<file path="config.mk">
export PLATFORM = sky130hd
export DESIGN_NAME = etq_ctrl
export DESIGN_NICKNAME = d
export VERILOG_FILES = /design/src/etq_pkg.sv /design/src/etq_ctrl.sv
export SDC_FILE = /design/constraint.sdc
export NUM_CORES = 1
export LEC_CHECK = 0
export BUFFER_PORTS_ARGS = -buffer_cell sky130_fd_sc_hd__buf_4
export CELL_PAD_IN_SITES_DETAIL_PLACEMENT = 1
export CELL_PAD_IN_SITES_GLOBAL_PLACEMENT = 2
export CORE_UTILIZATION = 26
export DETAILED_ROUTE_END_ITERATION = 12
export PLACE_DENSITY = 0.85
export SLEW_MARGIN = 15
export SYNTH_ARGS = -nofsm -noshare
export SYNTH_HDL_FRONTEND = slang
export SYNTH_SLANG_ARGS = --single-unit
</file>
<file path="constraint.sdc">
create_clock -name i_clk -period 2.5 [get_ports i_clk]
set_clock_uncertainty 0.15 [all_clocks]
set_input_delay 0.125 -clock i_clk [delete_from_list [all_inputs] [get_ports i_clk]]
set_output_delay 0.125 -clock i_clk [all_outputs]
set_load 0.02 [all_outputs]
</file>
<file path="src/etq_pkg.sv">
`default_nettype none
package etq_pkg;

    localparam logic [2:0] KIND_SET  = 3'd0;
    localparam logic [2:0] KIND_GET  = 3'd1;
    localparam logic [2:0] KIND_DEL  = 3'd2;
    localparam logic [2:0] KIND_NEXT = 3'd3;
    localparam logic [2:0] KIND_POP  = 3'd4;
    localparam logic [2:0] KIND_TICK = 3'd5;

    localparam logic [1:0] STATUS_OK   = 2'd0;
    localparam logic [1:0] STATUS_FULL = 2'd1;
    localparam logic [1:0] STATUS_MISS = 2'd2;

    // Which result the output register is loaded with.
    typedef enum logic [2:0] {
        RES_NONE = 3'd0,
        RES_FULL = 3'd1,
        RES_MISS = 3'd2,
        RES_GET  = 3'd3,
        RES_NEXT = 3'd4,
        RES_POP  = 3'd5
    } t_res;

    typedef struct packed {
        logic clr;
        logic latch;
        logic tick;
        logic krd;
        logic kset;
        logic kdel;
        logic ins_init;
        logic ins_rd;
        logic ins_shift;
        logic ins_put;
        logic prd;
        logic pmeta;
        logic pdrop;
        logic pkill;
        logic out_load;
        t_res res;
    } t_cmd;

    typedef struct packed {
        logic       clr_last;
        logic       full;
        logic       empty;
        logic       pos_zero;
        logic       later;
        logic       key_live;
        logic       entry_live;
        logic [2:0] kind;
    } t_sts;

endpackage
`default_nettype wire

</file>
<file path="src/etq_ctrl.sv">
`default_nettype none
module etq_ctrl (
    input  wire logic          i_clk,
    input  wire logic          i_rst_n,
    input  wire logic          i_valid,
    output logic               o_stall,
    input  wire logic [2:0]    i_kind,
    output logic               o_valid,
    input  wire logic          i_stall,
    input  wire etq_pkg::t_sts i_sts,
    output etq_pkg::t_cmd      o_cmd
);

    typedef enum logic [9:0] {
        ST_CLEAR = 10'b0000000001,
        ST_IDLE  = 10'b0000000010,
        ST_KRD   = 10'b0000000100,
        ST_KEXE  = 10'b0000001000,
        ST_IRD   = 10'b0000010000,
        ST_ICMP  = 10'b0000100000,
        ST_PRD   = 10'b0001000000,
        ST_PWAIT = 10'b0010000000,
        ST_PCHK  = 10'b0100000000,
        ST_DONE  = 10'b1000000000
    } t_state;

    t_state        r_state, n_state;
    etq_pkg::t_res r_res, n_res;
    logic          r_valid, n_valid;

    assign o_stall = (r_state != ST_IDLE);
    assign o_valid = r_valid;

    always_comb begin
        n_state = r_state;
        n_res   = r_res;
        n_valid = r_valid && i_stall;
        o_cmd   = '0;
        o_cmd.res = r_res;
        unique case (r_state)
            ST_CLEAR: begin
                o_cmd.clr = 1'b1;
                if (i_sts.clr_last) begin
                    n_state = ST_IDLE;
                end
            end
            ST_IDLE: begin
                if (i_valid) begin
                    o_cmd.latch = 1'b1;
                    n_res       = etq_pkg::RES_NONE;
                    unique case (i_kind) inside
                        etq_pkg::KIND_SET, etq_pkg::KIND_GET, etq_pkg::KIND_DEL:
                            n_state = ST_KRD;
                        etq_pkg::KIND_NEXT, etq_pkg::KIND_POP:
                            n_state = ST_PRD;
                        etq_pkg::KIND_TICK: begin
                            o_cmd.tick = 1'b1;
                            n_state    = ST_DONE;
                        end
                        default: n_state = ST_DONE;
                    endcase
                end
            end
            ST_KRD: begin
                o_cmd.krd = 1'b1;
                n_state   = ST_KEXE;
            end
            ST_KEXE: begin
                n_state = ST_DONE;
                case (i_sts.kind)
                    etq_pkg::KIND_SET: begin
                        o_cmd.kset = 1'b1;
                        if (i_sts.full) begin
                            n_res = etq_pkg::RES_FULL;
                        end else begin
                            o_cmd.ins_init = 1'b1;
                            n_state        = ST_IRD;
                        end
                    end
                    etq_pkg::KIND_GET:
                        n_res = i_sts.key_live ? etq_pkg::RES_GET : etq_pkg::RES_MISS;
                    default: o_cmd.kdel = 1'b1;
                endcase
            end
            ST_IRD: begin
                if (i_sts.pos_zero) begin
                    o_cmd.ins_put = 1'b1;
                    n_state       = ST_DONE;
                end else begin
                    o_cmd.ins_rd = 1'b1;
                    n_state      = ST_ICMP;
                end
            end
            ST_ICMP: begin
                if (i_sts.later) begin
                    o_cmd.ins_shift = 1'b1;
                    n_state         = ST_IRD;
                end else begin
                    o_cmd.ins_put = 1'b1;
                    n_state       = ST_DONE;
                end
            end
            ST_PRD: begin
                if (i_sts.empty) begin
                    n_res   = etq_pkg::RES_MISS;
                    n_state = ST_DONE;
                end else begin
                    o_cmd.prd = 1'b1;
                    n_state   = ST_PWAIT;
                end
            end
            ST_PWAIT: begin
                o_cmd.pmeta = 1'b1;
                n_state     = ST_PCHK;
            end
            ST_PCHK: begin
                if (i_sts.entry_live) begin
                    n_state = ST_DONE;
                    if (i_sts.kind == etq_pkg::KIND_POP) begin
                        o_cmd.pkill = 1'b1;
                        o_cmd.pdrop = 1'b1;
                        n_res       = etq_pkg::RES_POP;
                    end else begin
                        n_res = etq_pkg::RES_NEXT;
                    end
                end else begin
                    o_cmd.pdrop = 1'b1;
                    n_state     = ST_PRD;
                end
            end
            ST_DONE: begin
                if (!r_valid || !i_stall) begin
                    o_cmd.out_load = 1'b1;
                    n_valid        = 1'b1;
                    n_state        = ST_IDLE;
                end
            end
            default: n_state = ST_CLEAR;
        endcase
    end

    always_ff @(posedge i_clk) begin
        if (!i_rst_n) begin
            r_state <= ST_CLEAR;
            r_valid <= 1'b0;
            r_res   <= etq_pkg::RES_NONE;
        end else begin
            r_state <= n_state;
            r_valid <= n_valid;
            r_res   <= n_res;
        end
    end

endmodule
`default_nettype wire

</file>
==> metrics.txt, run 1 <==
outcome=finished clean; Core Area=0.003689 mm2; final non-filler cell total=221; Syn-to-layout area delta=42.72%; Yosys reg bits=14; post-DR vias/cell=5.244; CP cell instances=or4_4 -> or3_4 -> or3b_4 -> a21oi_2 -> buf_6; Worst Path Required=2.23 ns; M1 WL=1594 um; Max Freq=409.9 MHz; Yosys warning total=0; H-tree depth=1; post-route ant nets=0; Avg Synthesized Cell Area=7.611 um2; Leakage Power=0.0005914 uW; Slew HR=0.5964; vias in the first global route=1,182; multi-input logic area=684.4 um2; dpl ws=0.1284 ns; crit path DAT=2.16 ns; diode count=0; Ports=37; Final nets=191; uppermost layer routed=met3; Clock Tree Root=clkbuf_8; width of the die=64.17 um; Cell Rows=22; CTS tree=done; Final Hold Violating Endpoints=0; PortBufs=36; DP HPWL=2731 um; Crit Path Class=flip-flop to output pin; sequential area share after synthesis=0.2790; share of layout cells above drive strength 1=0.3526; Initial Utilization=0.2724; Final Critical Period=2.440 ns; setup slack after layout=0.06048 ns; asr flop ratio synth=0; Fillers=468; number of DRC markers in iteration 0=30; Synth Flop Type=dfxtp_1; Remaining Overflow, GRT=0; synthesized cell area=0.001005 mm2; clock sinks=14; # DRC=0; DR WL met3=166 um; CP max-delay cell=or4_4; clock slew at reported path FFs=0.06 ns; Final Cycle Share=0.9758; Startpoint Class=flip-flop; GRT Overall Usage=0.1718; Worst Max-Slew Pin Slew=0.6039 ns; Yosys cell types=46; Final setup viols=0; die height=64.17 um; clk_lat worst skew=0.25 ns; CTS Buf Count=3; placed instance count=212; total wire length=3478 um; initial antenna violation count=0; wire length per cell=15.74 um; MaxCap Viol Count=0; Slowest Stage Delay on Critical Path=0.54 ns; worst hold margin=0.01910 ns; number of flops mapped to enable cells by yosys=0; die area=0.004117 mm2; Synth Net Count=149; critical path endpoint category=output pin; Syn Inst Count=132; clk buf depth=2; via count=1,159; VDD IR-drop max=211.7 uV; max-slew violations=0; Pre-Repair DR Iteration Count=4; largest fanout on the critical path=4; PwrDens=463.5 mW/mm2; largest net degree at the start of global routing=16; Hold Crit Class=input pin to flip-flop; Register Area=286.5 um2; GP Congestion=0.7589; met2 wire length=1717 um; first-pass GRT wire length=5595 um
flip-flops by register name, summed over array words and instances (netlist names):
signal / flops
r_state: 10
r_res: 3
o_valid: 1
layer usage:
layer  vias up  global-route usage
met1       554              0.2109
met5         -                   0
li1        570                   -
met3         0             0.03393
met2        35              0.3205
met4         0            0.008333
kinds of logic (layout without fill, tap and decap cells):
group / Yosys count / count (layout) / share of synthesized area
compound gates: 29 / 29 / 0.2030
xor+xnor: 2 / 2 / 0.01744
buf+inv: 11 / 52 / 0.04981
flops: 14 / 14 / 0.2790
mux: 2 / 2 / 0.01993
simple gates: 74 / 74 / 0.4309
worst paths after layout:
path | from | slack, ns | cells after the start | to
worst min-delay path | i_rst_n | 0.02 | 2 | r_state[0]$_SDFFE_PN1P_
worst max register to register | r_state[5]$_SDFFE_PN0P_ | 0.24 | 5 | r_state[9]$_SDFFE_PN0P_
worst min register to register | r_res[0]$_SDFFE_PN0P_ | 0.32 | 2 | r_res[0]$_SDFFE_PN0P_
worst max-delay path | r_state[7]$_SDFFE_PN0P_ | 0.06 | 5 | o_cmd[3]
power breakdown:
group | switching (uW) | internal (uW)
Clock | 84.5 | 140
Combinational | 104 | 88.5
Sequential | 16.3 | 231
Total | 205 | 459
layout make-up:
cell class / instances / share of cell area
well taps: 48 / 0.04188
inverters: 5 / 0.01309
multi-input cells: 107 / 0.4773
clock buffers: 4 / 0.03839
flip-flops and latches: 14 / 0.1998
repair buffers: 43 / 0.2295
critical path, delay by kind of cell (launching register included):
kind / cells / cell delay, ns
and+or+nand+nor: 3 / 1.32
DFF: 1 / 0.35
AOI/OAI and AO/OA: 1 / 0.13
buffers and inverters: 1 / 0.13
synth_stat cells, types with 2 or more instances:
cell | count | area share
nor3_1 | 9 | 0.045
nand2_1 | 12 | 0.045
and4b_1 | 2 | 0.020
a2111oi_0 | 2 | 0.017
o21ai_0 | 7 | 0.035
or3b_2 | 4 | 0.035
a21oi_1 | 7 | 0.035
nor2_1 | 13 | 0.049
and3_1 | 2 | 0.012
or3_1 | 3 | 0.019
dfxtp_1 | 14 | 0.28
nand3_1 | 3 | 0.015
a22o_1 | 2 | 0.017
mux2i_1 | 2 | 0.020
clkbuf_1 | 4 | 0.015
inv_1 | 5 | 0.019
nor2b_1 | 6 | 0.037
nor4_1 | 4 | 0.025
and2_1 | 4 | 0.025
per-stage QoR:
step	setup TNS [ns]	area, um2	total power [uW]	utilization
6_report	0	1434	664.6	0.3887
5_1_grt	-0.0002889	1434	697.9	0.3887
4_1_cts	0	1415	667.7	0.3837
3_5_place_dp	0	1320	437.4	0.3579
3_3_place_gp	0	1320	429.5	0.3579
2_1_floorplan	0	1006	364.3	-
repair_timing:
| action | in CTS | in global routing |
|---|---|---|
| cloned | 0 | 0 |
| hold endpoints to repair | 1 | 0 |
| pin swaps | 3 | 1 |
| buffers inserted | 3 | 1 |
| gates resized for setup | 3 | 4 |
| setup endpoints to repair | 1 | 2 |
| hold buffers | 1 | 0 |
cells in the final DEF, fill, tap and decap left out, types with 5 or more instances in the layout:
| cell type | Yosys | final |
|---|---|---|
| a21oi_1 | 7 | 6 |
| buf_4 | 0 | 41 |
| dfxtp_1 | 14 | 11 |
| inv_1 | 5 | 5 |
| nand2_1 | 12 | 12 |
| nor2_1 | 13 | 13 |
| nor2b_1 | 6 | 6 |
| nor3_1 | 9 | 9 |
| o21ai_0 | 7 | 7 |
Note: power is estimated with default switching activity, not from simulation.
==> run 2: changes to the inputs <==
PLACE_DENSITY = 0.74   (was 0.85)
clock period = 2.79 ns   (was 2.5 ns; I/O delays follow)
==> metrics.txt, run 2 (synthesis gave the netlist of run 1 again) <==
outcome=finished clean; Biggest register=r_state; Final setup viols=0; critical path endpoint category=output pin; via count=1,129; Fillers=471; clk buf depth=2; Fin Setup TNS=0 ns; GP Congestion=0.7578; combinational power share=0.301; die height=64.17 um; NetSw=176.2 uW; total wire length=3339 um; max reg flops=10; clock sinks=14; Slew HR=0.6464; final non-filler cell total=216; clk_lat worst skew=0.24 ns; Leakage Power=0.0005639 uW; Pre-Repair DR Iteration Count=4; cts hold-fix bufs=1; Core Area=0.003689 mm2; H-tree depth=1; Max Freq=378.3 MHz; Final Hold Violating Endpoints=0; largest fanout on the critical path=9; Crit Path Class=flip-flop to output pin; clock slew at reported path FFs=0.06 ns; Sw Ratio=0.3180; MaxCap Viol Count=0; Worst Path Required=2.50 ns; share of layout cells above drive strength 1=0.3036; first-pass GRT wire length=5506 um; Final Critical Period=2.644 ns; PortBufs=36; multi-input logic area=674.4 um2; commonest cells after routing, fill and taps aside=buf_4, dfxtp_1, nor2_1; R2R Path Start=r_state[0]$_SDFFE_PN1P_; Clock Power Share=0.297; Register Area=280.3 um2; CTS Buf Count=3; Final Cycle Share=0.9475; placed instance count=212; largest net degree at the start of global routing=16; vias in the first global route=1,170; Cell Rows=22; PostCTS Resize Cnt=0; diode count=0; RSZ-0062 raised after global routing=false; wire length per cell=15.46 um; DP HPWL=2705 um; Ports=37; Worst Setup SP=r_state[7]$_SDFFE_PN0P_; number of DRC markers in iteration 0=34; PwrDens=404.5 mW/mm2; Initial Utilization=0.2724; most common cell after layout, fill and taps aside=buf_4; P_int=377.9 uW; post-route ant nets=0; Final nets=187; GRT Overall Usage=0.1701; sequential share of power=0.402; CTS tree=done; Remaining Overflow, GRT=0; width of the die=64.17 um; post-DR vias/cell=5.227; Clock Tree Root=clkbuf_8; die area=0.004117 mm2; Worst Min Path Start=i_stall; Syn-to-layout area delta=36.36%; initial antenna violation count=0; crit path DAT=2.35 ns; Startpoint Class=flip-flop; # DRC=0; # Post-CTS Setup Buffers=0; VDD IR-drop max=248.3 uV; max-slew violations=0; Worst Max-Slew Pin Slew=0.5170 ns; Hold Crit Class=input pin to flip-flop
-- run 2: cell count changes in the layout (fill, tap and decap cells not counted), sizes merged --
cell,previous run,this run
buf,42,38
clkbuf,4,3
-- run 2: worst paths after layout --
check                                        endpoint  slack (ns)  cells after the start
worst min register to register  r_res[0]$_SDFFE_PN0P_        0.31                      2
worst max register to register  r_res[1]$_SDFFE_PN0P_        0.55                      6
worst min-delay path               o_valid$_SDFF_PN0_        0.02                      3
worst max-delay path                         o_cmd[3]        0.15                      5
-- run 2: cell type report --
type | count | area share
multi-input cells | 107 | 0.4922
inverters | 5 | 0.01370
well taps | 48 | 0.04384
flip-flops and latches | 14 | 0.2046
clock buffers | 3 | 0.03014
repair buffers | 39 | 0.2155
-- run 2: stage by stage --
stage | setup slack (ns) | util | hold WS, ns | power [uW] | area, um2
CTS | 0.1504 | 0.3714 | 0.01960 | 560.1 | 1370
global route | 0.09420 | 0.3714 | 0.01903 | 586.1 | 1370
floorplan | 0.001894 | - | 0.06624 | 326.2 | 1005
finish | 0.1465 | 0.3714 | 0.02085 | 554.2 | 1370
global placement | 0.4648 | 0.3575 | 0.1991 | 388.0 | 1319
detailed placement | 0.4265 | 0.3575 | 0.1992 | 391.0 | 1319
-- run 2: metal layers --
layer | wire length (um) | up-vias | global-route usage
met5 | 0 | - | 0
met4 | 0 | 0 | 0.008333
met3 | 137 | 0 | 0.03929
met2 | 1725 | 29 | 0.3218
met1 | 1475 | 538 | 0.2019
li1 | - | 562 | -
-- run 2: critical path, cell delays in order, from the launching register on --
cell and delay, ns:
dfxtp_1 0.37, or4_4 0.59, or3_4 0.42, or3b_4 0.43, a21oi_1 0.14, buf_4 0.16
-- run 2: power by group through the flow --
stage	Clock, uW	Sequential [uW]	Combinational (uW)
2_1_floorplan	0	216	110
3_3_place_gp	0	226	162
3_5_place_dp	0	226	165
4_1_cts	169	222	168
5_1_grt	180	224	182
6_report	164	223	167
==> run 3: changes to the inputs <==
CELL_PAD_IN_SITES_DETAIL_PLACEMENT = default   (was 1)
CELL_PAD_IN_SITES_GLOBAL_PLACEMENT = default   (was 2)
CORE_UTILIZATION = 48   (was 26)
TNS_END_PERCENT = 10   (was default)
==> metrics.txt, run 3 (synthesis gave the netlist of run 1 again) <==
outcome=finished, violations left; failing checks=negative hold slack; diode count=0; DP HPWL=2133 um; dpl ws=0.4560 ns; Clock Tree Root=clkbuf_4; width of the die=47.75 um; Fin Setup TNS=0 ns; PortBufs=36; PostCTS Resize Cnt=0; largest fanout on the critical path=9; clock slew at reported path FFs=0.10 ns; CTS Buf Count=3; Cell Rows=16; vias in the first global route=984; Hold Crit Class=input pin to flip-flop; Syn-to-layout area delta=33.75%; clock sinks=14; die area=0.002280 mm2; Clock Power Share=0.287; Ports=37; max-slew violations=0; H-tree depth=1; critical path endpoint category=output pin; commonest cells after routing, fill and taps aside=buf_4, dfxtp_1, nor2_1; PwrDens=397.3 mW/mm2; Sw Ratio=0.3277; Final nets=187; Worst Path Required=2.50 ns; GRT Overall Usage=0.2637; Final Critical Period=2.672 ns; Startpoint Class=flip-flop; most common cell after layout, fill and taps aside=buf_4; GP Congestion=0.8508; Crit Path Class=flip-flop to output pin; Pre-Repair DR Iteration Count=4; max reg flops=10; Final Cycle Share=0.9577; Biggest register=r_state; initial antenna violation count=0; wire length per cell=14.12 um; Final Hold Violating Endpoints=1; VDD IR-drop max=436.1 uV; crit path DAT=2.38 ns; RSZ-0062 raised after global routing=false; post-DR vias/cell=5.847; NetSw=175.0 uW; die height=47.75 um; worst hold margin=-0.0007837 ns; Remaining Overflow, GRT=0; share of layout cells above drive strength 1=0.2959; largest net degree at the start of global routing=16; sequential share of power=0.414; setup slack after layout=0.1180 ns; Core Area=0.001962 mm2; number of DRC markers in iteration 0=32; Worst Max-Slew Pin Slew=0.6223 ns; Max Freq=374.3 MHz; P_int=359.0 uW; clk buf depth=2; Finished Core Util=0.6849; Leakage Power=0.0005610 uW; total wire length=2768 um; combinational power share=0.300; CTS tree=done; Initial Utilization=0.5121; post-route ant nets=0; clk_lat worst skew=0.29 ns; # DRC=0; first-pass GRT wire length=4174 um; Final setup viols=0; Slew HR=0.5744; MaxCap Viol Count=0; via count=1,146
## run 3: changes by cell type in the layout (fill, tap and decap cells not counted)
cell and change:
buf_4 -2, clkbuf_4 +3, clkbuf_8 -2, dlygate4sd3_1 +2
## run 3: power by group through the flow
stage                     registers (uW)  clock network, uW  logic [uW]
after CTS                            221                154         159
after global placement               225                  0         150
after detailed placement             226                  0         154
final                                221                153         160
after global routing                 222                163         177
after floorplan                      216                  0         110
## run 3: worst paths after layout
| check | from | endpoint | slack, ns | cells after the start |
|---|---|---|---|---|
| worst min-delay path | i_sts[3] | r_res[2]$_SDFFE_PN0P_ | -0.0008 | 3 |
| worst max-delay path | r_state[7]$_SDFFE_PN0P_ | o_cmd[3] | 0.12 | 5 |
| worst max register to register | r_state[0]$_SDFFE_PN1P_ | r_res[0]$_SDFFE_PN0P_ | 0.48 | 5 |
| worst min register to register | r_res[1]$_SDFFE_PN0P_ | r_res[1]$_SDFFE_PN0P_ | 0.32 | 2 |
## run 3: critical path, stage by stage (launching register included)
cell and delay (ns):
dfxtp_1 0.38, or4_4 0.59, or3_4 0.42, or3b_4 0.42, a21oi_1 0.13, buf_4 0.16
## run 3: area by class of cell
| type | instances | area (um2) |
|---|---|---|
| multi-input cells | 107 | 674.4 |
| fillers | 185 | 618.1 |
| repair buffers | 39 | 300.3 |
| flip-flops and latches | 14 | 280.3 |
| clock buffers | 4 | 36.28 |
| well taps | 27 | 33.78 |
| inverters | 5 | 18.77 |
## run 3: timing repair
| item | in CTS | in global routing |
|---|---|---|
| setup buffers | 0 | 0 |
| endpoints found under the hold margin | 3 | 0 |
| hold buffers | 3 | 0 |
## run 3: metrics by stage
step | area, um2 | power [uW] | hold slack (ns) | instances
global placement | 1277 | 374.6 | 0.1940 | 189
finish | 1344 | 533.9 | -0.0007837 | 196
detailed placement | 1277 | 380.1 | 0.1959 | 189
floorplan | 1005 | 326.2 | 0.06624 | 132
CTS | 1344 | 533.3 | 0.006549 | 196
global route | 1344 | 561.8 | 0.01640 | 196
## run 3: per-layer routing
| layer | global-route usage | part of all wire |
|---|---|---|
| met3 | 0.04528 | 0.056 |
| met2 | 0.4297 | 0.47 |
| met5 | 0 | 0 |
| met1 | 0.3529 | 0.46 |
| met4 | 0.08333 | 0.013 |
